### config.mk
export PLATFORM = sky130hd
export DESIGN_NAME = hysteresis_smoother_offset_ramp_unit
export DESIGN_NICKNAME = d
export VERILOG_FILES = /design/src/sv/hsor_pkg.sv /design/src/sv/hsor_front.sv /design/src/sv/hsor_queue.sv /design/src/sv/hsor_back.sv /design/src/sv/hysteresis_smoother_offset_ramp_unit.sv
export SDC_FILE = /design/constraint.sdc
export NUM_CORES = 1
export LEC_CHECK = 0
export ABC_CLOCK_PERIOD_IN_PS = 20700
export BUFFER_PORTS_ARGS = -buffer_cell sky130_fd_sc_hd__buf_2
export CAP_MARGIN = 5
export CELL_PAD_IN_SITES_DETAIL_PLACEMENT = 1
export CELL_PAD_IN_SITES_GLOBAL_PLACEMENT = 2
export CORE_ASPECT_RATIO = 0.6
export CORE_MARGIN = 5
export CORE_UTILIZATION = 43
export CTS_BUF_LIST = sky130_fd_sc_hd__clkbuf_2 sky130_fd_sc_hd__clkbuf_4 sky130_fd_sc_hd__clkbuf_8
export DETAILED_ROUTE_END_ITERATION = 6
export GPL_TIMING_DRIVEN = 0
export PLACE_DENSITY = 0.88
export SYNTH_ARGS = -nofsm -noshare
export SYNTH_HDL_FRONTEND = slang
export SYNTH_SLANG_ARGS = --single-unit
export TNS_END_PERCENT = 1
### constraint.sdc
create_clock -name clk -period 20.7 [get_ports clk]
set_clock_uncertainty 0.05 [all_clocks]
set_input_delay 3.105 -clock clk [delete_from_list [all_inputs] [get_ports clk]]
set_output_delay 3.105 -clock clk [all_outputs]
set_load 0.01 [all_outputs]
### src/sv/hsor_pkg.sv
// shared types and constants for the hysteresis smoother offset ramp unit
package hsor_pkg;

	localparam int unsigned QUEUE_DEPTH = 2;

	localparam logic [15:0] LEVEL_TOP = 16'hFFFF;

	typedef enum logic [1:0] {
		KIND_SAMPLE = 2'd0,
		KIND_TARGET = 2'd1,
		KIND_TICK   = 2'd2,
		KIND_NONE   = 2'd3
	} kind_t;

	typedef enum logic [2:0] {
		REG_MAX_MAGNITUDE   = 3'd0,
		REG_TICKS_PER_LEVEL = 3'd1,
		REG_TICKS_AT_TARGET = 3'd2,
		REG_HYSTERESIS      = 3'd3,
		REG_ADC_WIDTH       = 3'd4,
		REG_DAC_WIDTH       = 3'd5
	} reg_index_t;

	typedef struct packed {
		logic [14:0] max_magnitude;
		logic [15:0] ticks_per_level;
		logic [15:0] ticks_at_target;
		logic [15:0] hysteresis;
		logic [4:0]  adc_width;
		logic [4:0]  dac_width;
	} cfg_t;

	typedef struct packed {
		kind_t              op;
		logic [15:0]        blue;
		logic [15:0]        green;
		logic signed [15:0] target;
	} item_t;

endpackage

### src/sv/hsor_front.sv
// front end: decodes the item kind and clamps the requested offset
module hsor_front (
	input  logic [1:0]         kind,
	input  logic [15:0]        blue_sample,
	input  logic [15:0]        green_sample,
	input  logic signed [15:0] new_target,
	input  logic [14:0]        max_magnitude,
	output hsor_pkg::item_t    item
);

	logic signed [16:0] req;
	logic signed [16:0] lim_pos;
	logic signed [16:0] lim_neg;
	logic signed [16:0] clamped;

	always_comb begin
		req     = 17'(new_target);
		lim_pos = $signed({2'b00, max_magnitude});
		lim_neg = -lim_pos;
		clamped = req;
		if (req > lim_pos) begin
			clamped = lim_pos;
		end
		if (req < lim_neg) begin
			clamped = lim_neg;
		end
	end

	always_comb begin
		item.blue   = blue_sample;
		item.green  = green_sample;
		item.target = clamped[15:0];
		case (kind)
			hsor_pkg::KIND_SAMPLE: item.op = hsor_pkg::KIND_SAMPLE;
			hsor_pkg::KIND_TARGET: item.op = hsor_pkg::KIND_TARGET;
			hsor_pkg::KIND_TICK:   item.op = hsor_pkg::KIND_TICK;
			default:               item.op = hsor_pkg::KIND_NONE;
		endcase
	end

endmodule

### src/sv/hsor_queue.sv
// short item queue between the front end and the execution stage
module hsor_queue #(
	parameter int unsigned DEPTH = hsor_pkg::QUEUE_DEPTH
) (
	input  logic            clk,
	input  logic            arst_n,
	input  logic            push,
	input  hsor_pkg::item_t push_item,
	output logic            full,
	output logic            nonempty,
	input  logic            pop,
	output hsor_pkg::item_t pop_item
);

	localparam int unsigned PTR_W = (DEPTH > 1) ? $clog2(DEPTH) : 1;
	localparam int unsigned CNT_W = $clog2(DEPTH + 1);

	hsor_pkg::item_t   entry_q [DEPTH];
	logic [PTR_W-1:0]  wr_ptr_q;
	logic [PTR_W-1:0]  rd_ptr_q;
	logic [CNT_W-1:0]  count_q;

	assign full     = (count_q == CNT_W'(DEPTH));
	assign nonempty = (count_q != '0);
	assign pop_item = entry_q[rd_ptr_q];

	always_ff @(posedge clk) begin
		if (push) begin
			entry_q[wr_ptr_q] <= push_item;
		end
	end

	always_ff @(posedge clk or negedge arst_n) begin
		if (!arst_n) begin
			wr_ptr_q <= '0;
			rd_ptr_q <= '0;
			count_q  <= '0;
		end else begin
			if (push) begin
				wr_ptr_q <= (wr_ptr_q == PTR_W'(DEPTH - 1)) ? '0 : wr_ptr_q + 1'b1;
			end
			if (pop) begin
				rd_ptr_q <= (rd_ptr_q == PTR_W'(DEPTH - 1)) ? '0 : rd_ptr_q + 1'b1;
			end
			if (push && !pop) begin
				count_q <= count_q + 1'b1;
			end else if (pop && !push) begin
				count_q <= count_q - 1'b1;
			end
		end
	end

endmodule

### src/sv/hsor_back.sv
// execution stage: state update, dac conversion and the result register
module hsor_back (
	input  logic               clk,
	input  logic               arst_n,
	input  hsor_pkg::cfg_t     cfg,
	input  logic               head_valid,
	input  hsor_pkg::item_t    head,
	output logic               head_pop,
	output logic               out_valid,
	input  logic               out_stall,
	output logic [15:0]        smooth_blue,
	output logic [15:0]        smooth_green,
	output logic signed [15:0] offset_now,
	output logic signed [15:0] offset_goal,
	output logic [15:0]        blue_drive,
	output logic [15:0]        green_drive
);

	logic [15:0]        blue_level_q;
	logic [15:0]        green_level_q;
	logic signed [15:0] applied_q;
	logic signed [15:0] goal_q;
	logic [15:0]        dwell_q;
	logic               out_valid_q;
	logic [15:0]        blue_drive_q;
	logic [15:0]        green_drive_q;

	logic [15:0]        blue_nx;
	logic [15:0]        green_nx;
	logic signed [15:0] applied_nx;
	logic signed [15:0] goal_nx;
	logic [15:0]        dwell_nx;
	logic [15:0]        dwell_inc;
	logic [16:0]        return_at;
	logic [15:0]        blue_diff;
	logic [15:0]        green_diff;
	logic [15:0]        blue_dac;
	logic [15:0]        green_dac;
	logic [4:0]         shift_dn;
	logic [4:0]         shift_up;
	logic signed [17:0] blue_sum;
	logic signed [17:0] green_sum;

	assign head_pop = head_valid && (!out_valid_q || !out_stall);

	function automatic logic [15:0] to_dac(logic [15:0] lvl, logic [4:0] adc, logic [4:0] dac,
		logic [4:0] dn, logic [4:0] up);
		logic [15:0] v;
		v = lvl;
		if (adc > dac) begin
			v = dn[4] ? '0 : (lvl >> dn[3:0]);
		end else if (adc < dac) begin
			v = up[4] ? '0 : (lvl << up[3:0]);
		end
		return v;
	endfunction

	function automatic logic [15:0] saturate(logic signed [17:0] s);
		logic [15:0] r;
		if (s < 0) begin
			r = '0;
		end else if (s > $signed({2'b00, hsor_pkg::LEVEL_TOP})) begin
			r = hsor_pkg::LEVEL_TOP;
		end else begin
			r = s[15:0];
		end
		return r;
	endfunction

	always_comb begin
		blue_nx    = blue_level_q;
		green_nx   = green_level_q;
		applied_nx = applied_q;
		goal_nx    = goal_q;
		dwell_nx   = dwell_q;
		blue_diff  = (blue_level_q > head.blue) ? blue_level_q - head.blue
			: head.blue - blue_level_q;
		green_diff = (green_level_q > head.green) ? green_level_q - head.green
			: head.green - green_level_q;
		dwell_inc  = (dwell_q != hsor_pkg::LEVEL_TOP) ? dwell_q + 16'd1 : dwell_q;
		return_at  = {1'b0, cfg.ticks_at_target} + {1'b0, cfg.ticks_per_level};
		case (head.op)
			hsor_pkg::KIND_SAMPLE: begin
				if (blue_diff > cfg.hysteresis) begin
					blue_nx = head.blue;
				end
				if (green_diff > cfg.hysteresis) begin
					green_nx = head.green;
				end
			end
			hsor_pkg::KIND_TARGET: begin
				goal_nx = head.target;
				if (head.target == applied_q && dwell_q > cfg.ticks_per_level) begin
					dwell_nx = cfg.ticks_per_level;
				end
			end
			hsor_pkg::KIND_TICK: begin
				dwell_nx = dwell_inc;
				if (goal_q != applied_q) begin
					if (dwell_inc >= cfg.ticks_per_level) begin
						applied_nx = (goal_q > applied_q) ? applied_q + 16'sd1
							: applied_q - 16'sd1;
						dwell_nx   = '0;
					end
				end else if (goal_q != 16'sd0 && {1'b0, dwell_inc} >= return_at) begin
					goal_nx = '0;
				end
			end
			default: begin
			end
		endcase
	end

	always_comb begin
		shift_dn  = cfg.adc_width - cfg.dac_width;
		shift_up  = cfg.dac_width - cfg.adc_width;
		blue_dac  = to_dac(blue_nx, cfg.adc_width, cfg.dac_width, shift_dn, shift_up);
		green_dac = to_dac(green_nx, cfg.adc_width, cfg.dac_width, shift_dn, shift_up);
		blue_sum  = $signed({2'b00, blue_dac}) - 18'(applied_nx);
		green_sum = $signed({2'b00, green_dac}) + 18'(applied_nx);
	end

	always_ff @(posedge clk or negedge arst_n) begin
		if (!arst_n) begin
			blue_level_q  <= '0;
			green_level_q <= '0;
			applied_q     <= '0;
			goal_q        <= '0;
			dwell_q       <= '0;
			out_valid_q   <= 1'b0;
		end else begin
			if (head_pop) begin
				blue_level_q  <= blue_nx;
				green_level_q <= green_nx;
				applied_q     <= applied_nx;
				goal_q        <= goal_nx;
				dwell_q       <= dwell_nx;
				out_valid_q   <= 1'b1;
			end else if (!out_stall) begin
				out_valid_q <= 1'b0;
			end
		end
	end

	always_ff @(posedge clk) begin
		if (head_pop) begin
			blue_drive_q  <= saturate(blue_sum);
			green_drive_q <= saturate(green_sum);
		end
	end

	assign out_valid    = out_valid_q;
	assign smooth_blue  = blue_level_q;
	assign smooth_green = green_level_q;
	assign offset_now   = applied_q;
	assign offset_goal  = goal_q;
	assign blue_drive   = blue_drive_q;
	assign green_drive  = green_drive_q;

endmodule

### src/sv/hysteresis_smoother_offset_ramp_unit.sv
// top level of the hysteresis smoother offset ramp unit
// One item per clock cycle sustained while the output side does not stall.
// An accepted item is written into a two-entry queue; the execution stage
// takes the queue head once the result register is free or not stalled,
// updates the smoothed levels, offsets and dwell count, and loads the result
// register, so a result passes the queue entry and then the result register.
// in_stall rises only while the queue is full. Configuration writes take effect
// at the next clock edge and are meant for idle periods.
module hysteresis_smoother_offset_ramp_unit #(
	parameter int unsigned QUEUE_DEPTH = hsor_pkg::QUEUE_DEPTH
) (
	input  logic               clk,
	input  logic               arst_n,
	input  logic               cfg_we,
	input  logic [2:0]         cfg_index,
	input  logic [15:0]        cfg_data,
	input  logic               in_valid,
	output logic               in_stall,
	input  logic [1:0]         kind,
	input  logic [15:0]        blue_sample,
	input  logic [15:0]        green_sample,
	input  logic signed [15:0] new_target,
	output logic               out_valid,
	input  logic               out_stall,
	output logic [15:0]        smooth_blue,
	output logic [15:0]        smooth_green,
	output logic signed [15:0] offset_now,
	output logic signed [15:0] offset_goal,
	output logic [15:0]        blue_drive,
	output logic [15:0]        green_drive
);

	hsor_pkg::cfg_t  cfg_q;
	hsor_pkg::item_t front_item;
	hsor_pkg::item_t head_item;
	logic            q_full;
	logic            q_nonempty;
	logic            q_pop;

	always_ff @(posedge clk or negedge arst_n) begin
		if (!arst_n) begin
			cfg_q.max_magnitude   <= '0;
			cfg_q.ticks_per_level <= 16'd1;
			cfg_q.ticks_at_target <= '0;
			cfg_q.hysteresis      <= '0;
			cfg_q.adc_width       <= 5'd10;
			cfg_q.dac_width       <= 5'd12;
		end else if (cfg_we) begin
			case (cfg_index)
				hsor_pkg::REG_MAX_MAGNITUDE:   cfg_q.max_magnitude   <= cfg_data[14:0];
				hsor_pkg::REG_TICKS_PER_LEVEL: cfg_q.ticks_per_level <= cfg_data;
				hsor_pkg::REG_TICKS_AT_TARGET: cfg_q.ticks_at_target <= cfg_data;
				hsor_pkg::REG_HYSTERESIS:      cfg_q.hysteresis      <= cfg_data;
				hsor_pkg::REG_ADC_WIDTH:       cfg_q.adc_width       <= cfg_data[4:0];
				hsor_pkg::REG_DAC_WIDTH:       cfg_q.dac_width       <= cfg_data[4:0];
				default: begin
				end
			endcase
		end
	end

	assign in_stall = q_full;

	hsor_front u_front (
		.kind          (kind),
		.blue_sample   (blue_sample),
		.green_sample  (green_sample),
		.new_target    (new_target),
		.max_magnitude (cfg_q.max_magnitude),
		.item          (front_item)
	);

	hsor_queue #(
		.DEPTH (QUEUE_DEPTH)
	) u_queue (
		.clk       (clk),
		.arst_n    (arst_n),
		.push      (in_valid && !q_full),
		.push_item (front_item),
		.full      (q_full),
		.nonempty  (q_nonempty),
		.pop       (q_pop),
		.pop_item  (head_item)
	);

	hsor_back u_back (
		.clk          (clk),
		.arst_n       (arst_n),
		.cfg          (cfg_q),
		.head_valid   (q_nonempty),
		.head         (head_item),
		.head_pop     (q_pop),
		.out_valid    (out_valid),
		.out_stall    (out_stall),
		.smooth_blue  (smooth_blue),
		.smooth_green (smooth_green),
		.offset_now   (offset_now),
		.offset_goal  (offset_goal),
		.blue_drive   (blue_drive),
		.green_drive  (green_drive)
	);

endmodule

=== After elaboration in Yosys (flattened, before gate mapping) ===
Memories as Yosys holds them, arrays and structs flattened.
Index checks and enable logic that the tools add are counted.

* Output and inout bits: 98
* Memories kept: 1
* Word-level logic and storage cells: 138
* Bits of input ports: 74
* RAM bits: 100
* Register bits after elaboration: 190

{| class="wikitable"
|+ Memory list
! name !! depth !! bits a word !! read ports !! clocked after memory_dff !! write ports !! RTL line !! source
|-
| u_queue.entry_q || 2 || 50 || 1 || 0 || 1 || hsor_queue.sv:18 || <nowiki>hsor_pkg::item_t entry_q [DEPTH];</nowiki>
|}

* Muxes and demuxes: 39
* Shift operators: 4
* Add/sub/neg operators: 17
* Magnitude comparators: 16
* Reductions and logical operators: 27
* Equal/unequal tests: 17

{| class="wikitable"
|+ Operator list
! operator !! number
|-
| $mux W16 || 28
|-
| $gt A16 B16 Y1 || 7
|-
| $pmux W16 S2 || 2
|-
| $sub A16 B16 Y16 || 4
|-
| $gt A18 B17 Y1 const B || 2
|-
| $lt A18 B1 Y1 const B || 2
|-
| $shl A16 B4 Y16 || 2
|-
| $shr A16 B4 Y16 || 2
|-
| $add A17 B16 Y18 || 1
|-
| $sub A17 B16 Y18 || 1
|-
| $add A16 B16 Y17 || 1
|-
| $ge A16 B17 Y1 || 1
|-
| $lt A16 B17 Y1 || 1
|-
| $neg A15 Y17 || 1
|-
| $add A16 B1 Y16 const B || 1
|-
| $add A16 B2 Y16 const B || 1
|-
| $eq A16 B16 Y1 || 1
|-
| $ge A16 B16 Y1 || 1
|-
| $ne A16 B16 Y1 || 1
|-
| $ne A16 B16 Y1 const B || 1
|-
| $reduce_bool A16 Y1 || 1
|-
| $sub A16 B2 Y16 const B || 1
|-
| $reduce_and A2 Y1 || 6
|-
| $sub A5 B5 Y5 || 2
|-
| 23 further kinds || 49
|}

=== Depth between registers and ports, before layout ===
Gate-level depths: netlist (run 1).
An unclocked memory read counts as a cell.

* Word-level depth: 13
* Gate-level depth with buffers: 43
* Depth with buffers taken out: 38

=== Hierarchy ===
Synthesis (run 1) repeated with hierarchy kept, for this count alone.

* Cell total of the unflattened synthesis: 2704
* Area, all modules: 25976.2 um2

{| class="wikitable"
|+ Modules (own cells, without submodules)
! module !! area each (um2) !! cells an instance !! times used !! seq. area each (um2)
|-
| hsor_back || 17242.8 || 2138 || 1 || 2987.9
|-
| hsor_queue || 4050.1 || 172 || 1 || 3103.0
|-
| hysteresis_smoother_offset_ramp_unit || 2894.0 || 159 || 1 || 1833.0
|-
| hsor_front || 1789.2 || 235 || 1 || 0.0
|}

=== Worst setup path before layout (run 1) ===
Ideal clock, no wire load.

* Kind: register to register
* Start: register u_queue.rd_ptr_q
* End: register u_back.green_drive_q[4], in the netlist u_back.green_drive[4] (data pin)
* Stages on the path, launching flop included: 44
* Path slack: 11.584 ns
* Path buffers: 6
* Setup time: 0.169 ns
* Data arrival time: 8.897 ns
* Clock period less this slack: 9.116 ns
* Data required time: 20.481 ns
* Cells stage by stage: dfrtp_1 -> buf_2 -> buf_1 -> mux2i_1 -> inv_1 -> ha_1 -> inv_1 -> fa_1 -> a21o_1 -> a21oi_1 -> o21bai_1 -> a21oi_1 -> o21ai_0 -> nor2b_1 -> o31ai_1 -> clkbuf_1 -> mux2i_1 -> a21oi_1 -> (+8 left out) -> mux2i_1 -> mux2i_1 -> o22ai_1 -> a211oi_1 -> a221o_1 -> ha_1 -> fa_1 -> a21oi_1 -> o211ai_1 -> a311o_1 -> a21oi_1 -> o21ai_0 -> a21oi_1 -> o21bai_1 -> a2111oi_4 -> a41oi_2 -> buf_6 -> o31ai_1

* Cells in the longest elaborated chain, start to end: 13
* Elaborated cells between the ends (all ways): 21
* Classes of those cells: 3 x add/sub; 4 x order compare; 1 x eq/ne; 2 x shift; 9 x mux; 1 x reduce/logical; 1 x memory

{| class="wikitable"
|+ Ends and longest elaborated chain
! what !! RTL line !! source
|-
| start, declared || hsor_queue.sv:20 || <nowiki>logic [PTR_W-1:0] rd_ptr_q;</nowiki>
|-
| start signal, assigned || hsor_queue.sv:43 || <nowiki>rd_ptr_q <= (rd_ptr_q == PTR_W'(DEPTH - 1)) ? '0 : rd_ptr_q + 1'b1;</nowiki>
|-
| $mem_v2 Z2 W50 * || -- ||
|-
| $sub A16 B16 Y16, or another cell as far along || hsor_back.sv:79 || <nowiki>: head.green - green_level_q;</nowiki>
|-
| $mux W16 || hsor_back.sv:78 || <nowiki>green_diff = (green_level_q > head.green) ? green_level_q - head.green</nowiki>
|-
| $gt A16 B16 Y1 || hsor_back.sv:87 || <nowiki>if (green_diff > cfg.hysteresis) begin</nowiki>
|-
| $mux W16 || hsor_back.sv:87 ||
|-
| $mux W16 || hsor_back.sv:82 || <nowiki>case (head.op)</nowiki>
|-
| $shl A16 B4 Y16 || hsor_back.sv:53 || <nowiki>v = up[4] ? '0 : (lvl << up[3:0]);</nowiki>
|-
| $mux W16 || hsor_back.sv:53 ||
|-
| $mux W16 || hsor_back.sv:52 || <nowiki>end else if (adc < dac) begin</nowiki>
|-
| $mux W16 || hsor_back.sv:50 || <nowiki>if (adc > dac) begin</nowiki>
|-
| $add A17 B16 Y18 * || hsor_back.sv:120 || <nowiki>green_sum = $signed({2'b00, green_dac}) + 18'(applied_nx);</nowiki>
|-
| $gt A18 B17 Y1 || hsor_back.sv:62 || <nowiki>end else if (s > $signed({2'b00, hsor_pkg::LEVEL_TOP})) begin</nowiki>
|-
| $mux W16 || hsor_back.sv:62 ||
|-
| end signal, assigned || hsor_back.sv:148 || <nowiki>green_drive_q <= saturate(green_sum);</nowiki>
|-
| end, declared || hsor_back.sv:26 || <nowiki>logic [15:0] green_drive_q;</nowiki>
|}

Every way passes the cells marked *; elsewhere a longest branch is shown, timed or not.
A chain may end at the register's enable or synchronous reset.

=== Worst setup path after layout (run 1) ===
* Start: register u_queue.rd_ptr_q
* End: register u_back.blue_drive_q[15], in the netlist u_back.blue_drive[15] (data pin)

* Cells in the longest elaborated chain, start to end: 13
* Elaborated cells between the ends (all ways): 21
* Classes of those cells: 3 x add/sub; 4 x order compare; 1 x eq/ne; 2 x shift; 9 x mux; 1 x reduce/logical; 1 x memory

{| class="wikitable"
|+ Ends and longest elaborated chain
! what !! RTL line !! source
|-
| $mem_v2 Z2 W50 * || -- ||
|-
| $sub A16 B16 Y16, or another cell as far along || hsor_back.sv:77 || <nowiki>: head.blue - blue_level_q;</nowiki>
|-
| $mux W16 || hsor_back.sv:76 || <nowiki>blue_diff = (blue_level_q > head.blue) ? blue_level_q - head.blue</nowiki>
|-
| $gt A16 B16 Y1 || hsor_back.sv:84 || <nowiki>if (blue_diff > cfg.hysteresis) begin</nowiki>
|-
| $mux W16 || hsor_back.sv:84 ||
|-
| $mux W16 || hsor_back.sv:82 ||
|-
| $shl A16 B4 Y16 || hsor_back.sv:53 ||
|-
| $mux W16 || hsor_back.sv:53 ||
|-
| $mux W16 || hsor_back.sv:52 ||
|-
| $mux W16 || hsor_back.sv:50 ||
|-
| $sub A17 B16 Y18 * || hsor_back.sv:119 || <nowiki>blue_sum = $signed({2'b00, blue_dac}) - 18'(applied_nx);</nowiki>
|-
| $gt A18 B17 Y1 || hsor_back.sv:62 ||
|-
| $mux W16 || hsor_back.sv:62 ||
|-
| end signal, assigned || hsor_back.sv:147 || <nowiki>blue_drive_q <= saturate(blue_sum);</nowiki>
|-
| end, declared || hsor_back.sv:25 || <nowiki>logic [15:0] blue_drive_q;</nowiki>
|}

Marked as above.

==> flow_summary.json, run 1 <==
{
  "status": "complete, no violations",
  "synth_cells": 2702,
  "cts-root-buf": "clkbuf_8",
  "post_cts_buffers": 0,
  "grt_first_pass_wirelength_um": 156000,
  "synth_cell_types": 89,
  "dr_total_vias": 23200,
  "clockBufferDepth": 3,
  "drt_first_iter_violations": 2127,
  "io_pins": 172,
  "min_path_cells": 1,
  "rsz0062_at_grt": "no",
  "yosysWarningCount": 0,
  "nNetsFinal": 3279,
  "synth-compound-area-share_pct": 20.0,
  "row_count": 67,
  "worst_slew_pin_slew_ps": 1320,
  "setup_violations": 0,
  "cts.clk_slew.worst_paths_ps": 60,
  "drv_cap": 0,
  "fin_tns_setup_ps": 0,
  "ys_seq_area_share_pct": 32.3,
  "dr.pass1.iters": 6,
  "drive_gt1_share_pct": 13.5,
  "crit_path_frequent_cell": "buf_2",
  "final_common_cell": "ha_1",
  "fmaxAchievable_ghz": 0.0773,
  "fin_crit_ps": 12940,
  "cts_tree": "done",
  "core-area_um2": 56200,
  "layout_common_cells": "ha_1, nand2_1, inv_1",
  "viasPerCell": 6.21,
  "die_w_um": 319,
  "arrival_ps": 13400,
  "postCtsHoldBufs": 0,
  "die_area_um2": 62100,
  "final_antenna_net_count": 0,
  "grt_max_degree": 86,
  "critPathLaunchType": "flip-flop",
  "cts_made_buffers": 48,
  "yosys.area_share.simple_pct": 12.8,
  "antenna_found_initial": 4,
  "synthXorXnorAreaFrac_pct": 5.03,
  "rr_worst_depth": 42,
  "gp_congestion": 1.01,
  "finalMaxSlewViolations": 0,
  "synth_edf_count": 132,
  "synthMuxAreaShare_pct": 10.3,
  "grt_pass1_vias": 23500,
  "clk_latency_ps": 700,
  "cp.required_ps": 21160,
  "worstHoldPathType": "reg2reg",
  "crit_path_max_fanout": 10,
  "n_fill_cell": 6559,
  "cpMaxStageDelayCell": "mux2i_1",
  "min_period_over_period_pct": 62.5,
  "cts_resized": 0,
  "syn-cell-area_um2": 24600,
  "synth_adder_area_share_pct": 14.5,
  "start_util_pct": 43.7,
  "drc": 0,
  "die-height_um": 195,
  "syn_nets": 3054,
  "synth_top_family_by_area": "compound AO/OA/AOI/OAI gates",
  "critical-path-max-stage-delay_ps": 830,
  "portBuffers": 169,
  "final_core_util_pct": 49.1,
  "path_class": "reg2reg",
  "hold_violations": 0,
  "numClockSinks": 290,
  "ys.flop_type": "dfrtp_1",
  "dp_hpwl_um": 86400,
  "syn2layout_area_growth_pct": 12.4,
  "async_flop_share_pct": 54.5,
  "ys_ff_latch": 290,
  "cts_htree_levels": 2,
  "grt_overflow_total": 0,
  "wl_um": 107000,
  "syn_avg_cell_area_um2": 9.09,
  "endpoint_kind": "flip-flop",
  "wire_per_inst_um": 28.6,
  "grt_usage_pct": 33.1,
  "max-slew-margin-rel_pct": 9.24
}
[final cells by class]
| type | count | area [µm²] | share of cell area (%) |
|---|---|---|---|
| multi-input combinational | 2096 | 15400 | 55.9 |
| sequential | 290 | 7920 | 28.7 |
| timing repair buffer | 175 | 966 | 3.50 |
| tap | 759 | 950 | 3.44 |
| clock buffer | 71 | 896 | 3.25 |
| inverter | 216 | 811 | 2.94 |
| buffer | 100 | 422 | 1.53 |
| clock inverter | 18 | 199 | 0.721 |
| antenna | 6 | 15.0 | 0.0544 |
[logic make-up (layout without fill, tap and decap cells)]
| kind of cell | count (synthesis) | in the layout |
|---|---|---|
| AOI/OAI and AO/OA | 763 | 763 |
| xor gates and xnor gates | 139 | 139 |
| adders and majority gates | 278 | 278 |
| buffers and inverters | 316 | 580 |
| DFF | 290 | 290 |
| muxes | 234 | 234 |
| other | 0 | 6 |
| and+or+nand+nor | 682 | 682 |
[state kept, by name, indices dropped and copies added, names as in the netlist, 2 cells and up]
| name | flops |
|---|---|
| u_back.smooth_green | 16 |
| u_back.green_drive | 16 |
| u_queue.count_q | 2 |
| cfg_q | 73 |
| u_back.blue_drive | 16 |
| u_back.offset_now | 16 |
| u_back.dwell_q | 16 |
| u_back.smooth_blue | 16 |
| u_back.offset_goal | 16 |
| u_queue.entry_q | 100 |
[synthesized netlist by cell type, drive strengths merged (10+ instances only)]
cell    count  area [µm²]
xnor2     100         895
dfrtp     153        3830
nand4      33         206
ha        268        3350
xor2       39         342
and3       17         106
edfxtp    132        3960
and2       10        62.6
a22o       10        87.6
clkbuf     77         289
a221oi     17         149
nor2b      27         169
nor2      208         781
a31oi      39         259
nor4       11        68.8
mux2       71         800
o21bai     33         248
nand2b     20         125
o22ai      13        81.3
o211ai     31         233
a21oi     180         905
nand2     221         830
or3        11        68.8
mux2i     155        1560
a211oi     25         200
buf        23         133
nor3       36         180
nand3      55         275
a21o       68         510
o21a       17         128
o21ai     227        1160
fa         10         200
inv       215         807
[critical path, delay by kind of cell (launching register included)]
kind                     cells  cell delay, ps
AND/OR/NAND/NOR              5             670
adder cells (fa/ha/maj)      4            1380
XOR/XNOR                     2             490
buffers and inverters        9            2770
flip-flops                   1             320
multiplexers                 2            1100
AO/OA/AOI/OAI               20            5940
[worst paths after layout]
kind | slack (ps) | startpoint | end
worst max-delay path | 7760 | u_queue.rd_ptr_q | u_back.blue_drive[15]
worst min-delay path | 460 | cfg_q[4] | cfg_q[4]
worst max register to register | 7760 | u_queue.rd_ptr_q | u_back.blue_drive[15]
worst min register to register | 460 | cfg_q[4] | cfg_q[4]
max in group asynchronous | 17330 | arst_n | u_back.smooth_blue[3]
min in group asynchronous | 2300 | arst_n | u_back.offset_goal[3]
[metal layers]
layer	part of all wire, %	vias to the layer above	wire (µm)	global-route usage [%]
met2	40	974	42500	46.4
met4	2.1	4	2290	7.21
met3	11	144	11600	12.0
met1	47	11700	50400	48.8
met5	0.026	-	28	0
li1	-	10300	-	-
[metrics by stage]
stage	instances	setup slack, ps	hold slack, ps	cell area (µm²)
4_1_cts	3724	8110	460	27600
2_1_floorplan	2702	11580	411	24600
5_1_grt	3725	7050	475	27600
3_5_place_dp	3635	8230	444	26500
3_3_place_gp	3630	8430	430	26400
6_report	3731	7760	457	27600
Power of run 1 is not shown: default switching activity piles up to over one toggle a cycle in this logic, so the estimate is an artifact.
==> inputs of run 2 (changes only) <==
--- a/config.mk
+++ b/config.mk
@@ -5,18 +5,19 @@
 export SDC_FILE = /design/constraint.sdc
 export NUM_CORES = 1
 export LEC_CHECK = 0
-export ABC_CLOCK_PERIOD_IN_PS = 20700
+export ABC_AREA = 1
+export ABC_CLOCK_PERIOD_IN_PS = 13200
 export BUFFER_PORTS_ARGS = -buffer_cell sky130_fd_sc_hd__buf_2
 export CAP_MARGIN = 5
 export CELL_PAD_IN_SITES_DETAIL_PLACEMENT = 1
 export CELL_PAD_IN_SITES_GLOBAL_PLACEMENT = 2
 export CORE_ASPECT_RATIO = 0.6
 export CORE_MARGIN = 5
-export CORE_UTILIZATION = 43
+export CORE_UTILIZATION = 37
 export CTS_BUF_LIST = sky130_fd_sc_hd__clkbuf_2 sky130_fd_sc_hd__clkbuf_4 sky130_fd_sc_hd__clkbuf_8
 export DETAILED_ROUTE_END_ITERATION = 6
 export GPL_TIMING_DRIVEN = 0
-export PLACE_DENSITY = 0.88
+export PLACE_DENSITY = 0.82
 export SYNTH_ARGS = -nofsm -noshare
 export SYNTH_HDL_FRONTEND = slang
 export SYNTH_SLANG_ARGS = --single-unit
==> constraint.sdc (replaced) <==
create_clock -name clk -period 13.2 [get_ports clk]
set_clock_uncertainty 0.05 [all_clocks]
set_input_delay 1.98 -clock clk [delete_from_list [all_inputs] [get_ports clk]]
set_output_delay 1.98 -clock clk [all_outputs]
set_load 0.01 [all_outputs]
==> flow_summary.json, run 2 <==
{
  "status": "finished with violations",
  "violations": "max-capacitance violations, max-slew violations",
  "worst_hold_slack_ps": 437,
  "ys_top_cells_by_area": "edfxtp_1, dfrtp_1, ha_1, nand2_1, nand3_1",
  "start_util_pct": 37.5,
  "nNetsFinal": 4094,
  "crit_path_max_fanout": 10,
  "row_count": 74,
  "cp.required_ps": 13700,
  "final_antenna_net_count": 0,
  "gp_congestion": 0.995,
  "viasPerCell": 5.62,
  "top_regs": "u_queue.entry_q (100), cfg_q (73)",
  "worstHoldPathType": "reg2reg",
  "synth_edf_count": 132,
  "syn-cell-area_um2": 25600,
  "synth_top_cell_by_area": "edfxtp_1",
  "antenna_found_initial": 5,
  "cts-root-buf": "clkbuf_8",
  "die-height_um": 214,
  "die_area_um2": 74800,
  "wl_um": 115000,
  "io_pins": 172,
  "critical-path-max-stage-delay_ps": 710,
  "stdcell_area_um2": 28900,
  "cts_resized": 0,
  "final_common_cell": "nand2_1",
  "cpMaxStageDelayCell": "clkbuf_1",
  "syn_nets": 3866,
  "die_w_um": 350,
  "ys_ff_latch": 290,
  "grt_overflow_total": 0,
  "yosys-top-cells-count": "nand2_1, inv_1, nand3_1",
  "clockBufferDepth": 3,
  "grt_pass1_vias": 26800,
  "worst_slew_pin_slew_ps": 1630,
  "arrival_ps": 10740,
  "layout_common_cells": "nand2_1, inv_1, nand3_1",
  "dp_hpwl_um": 95000,
  "grt_first_pass_wirelength_um": 169000,
  "top_register": "u_queue.entry_q",
  "cts_tree": "done",
  "portBuffers": 169,
  "cts_htree_levels": 2,
  "drive_gt1_share_pct": 11.4,
  "dr.pass1.iters": 5,
  "cts_made_buffers": 51,
  "synth_cell_types": 67,
  "syn2layout_area_growth_pct": 12.8,
  "ys.flop_type": "dfrtp_1",
  "largest_reg_flops": 100,
  "dr_total_vias": 26400,
  "fin_crit_ps": 10250,
  "wire_per_inst_um": 24.4,
  "clk_latency_ps": 710,
  "max-slew-margin-rel_pct": -9.83,
  "synth_cells": 3514,
  "cts.clk_slew.worst_paths_ps": 60,
  "yosysMostFrequentCell": "nand2_1",
  "drv_cap": 4,
  "n_fill_cell": 8637,
  "fmaxAchievable_ghz": 0.0976,
  "min_period_over_period_pct": 77.6,
  "final_cells": 4698,
  "drt_first_iter_violations": 2503,
  "yosysWarningCount": 0,
  "rsz0062_at_grt": "no",
  "setup_violations": 0,
  "crit_path_frequent_cell": "nand2_1",
  "grt_max_degree": 105,
  "drc": 0,
  "ys_seq_area_share_pct": 30.9,
  "finalMaxSlewViolations": 13,
  "async_flop_share_pct": 54.5,
  "fin_tns_setup_ps": 0,
  "endpoint_kind": "flip-flop",
  "post_cts_buffers": 0,
  "syn_avg_cell_area_um2": 7.30,
  "critPathLaunchType": "flip-flop",
  "placed_cell_area_um2": 27700,
  "path_class": "reg2reg",
  "dp_cells": 4600,
  "hold_violations": 0,
  "synth_top_area_share_pct": 15.5,
  "numClockSinks": 290,
  "core-area_um2": 68300,
  "postCtsHoldBufs": 0,
  "grt_usage_pct": 30.1
}
[run 2: changes by cell type after synthesis, sizes merged, moves of 30 or more]
| cell | previous run | this run |
|---|---|---|
| nand2 | 221 | 880 |
| nand3 | 55 | 398 |
| inv | 215 | 452 |
| mux2i | 155 | 11 |
| o21ai | 227 | 321 |
| mux2 | 71 | 5 |
| xnor2 | 100 | 40 |
| a21o | 68 | 18 |
| xor2 | 39 | 80 |
| nor2 | 208 | 170 |
| or2 | 9 | 39 |
[run 2: cells by family after synthesis]
logic type | after synthesis | synth area share, %
AND/OR/NAND/NOR | 1577 | 26.7
AO/OA/AOI/OAI | 662 | 14.7
buffers and inverters | 571 | 8.87
flip-flops | 290 | 30.9
adder cells (fa/ha/maj) | 278 | 13.9
XOR/XNOR | 120 | 4.30
multiplexers | 16 | 0.649
[run 2: routing by layer]
metal	vias to the layer above	GRT usage, %	share of wire, %
met3	118	7.69	9.5
met1	13000	45.6	49
li1	12300	-	-
met4	6	5.20	1.4
met5	-	0	0.031
met2	955	43.6	40
[run 2: final timing paths]
kind                                   from                endpoint  slack (ps)  cells past startpoint
min                               cfg_q[20]               cfg_q[20]         440                      2
min reg2reg                       cfg_q[20]               cfg_q[20]         440                      2
max reg2reg                u_queue.rd_ptr_q  u_back.green_drive[12]        2950                     44
max in group asynchronous            arst_n  u_back.smooth_green[6]       10900                      2
max                        u_queue.rd_ptr_q  u_back.green_drive[12]        2950                     44
min in group asynchronous            arst_n       u_back.dwell_q[3]        1150                      1
[run 2: stage by stage]
step / utilization [%] / setup slack [ps]
finish: 42.3 / 2950
global route: 42.3 / 2450
CTS: 42.3 / 3360
detailed placement: 40.6 / 3410
global placement: 40.4 / 3610
floorplan: - / 6370
[run 2: layout make-up]
type / instances / area, µm² / share of cell area, %
timing repair buffer: 175 / 956 / 3.31
sequential: 290 / 7920 / 27.4
clock buffer: 74 / 900 / 3.11
buffer: 113 / 557 / 1.93
clock inverter: 22 / 272 / 0.939
tap: 912 / 1140 / 3.95
multi-input combinational: 2653 / 15500 / 53.4
antenna: 1 / 2.50 / 0.00865
inverter: 458 / 1720 / 5.94
[run 2: worst max-delay path, delay by kind of cell, from the launching register on]
| family | cells | cell delay [ps] |
|---|---|---|
| compound gates | 11 | 3500 |
| flops | 1 | 500 |
| xor+xnor | 1 | 310 |
| buf+inv | 8 | 2010 |
| fa+ha+maj | 3 | 1050 |
| simple gates | 21 | 2670 |
Power of run 2 is left out for the same reason.
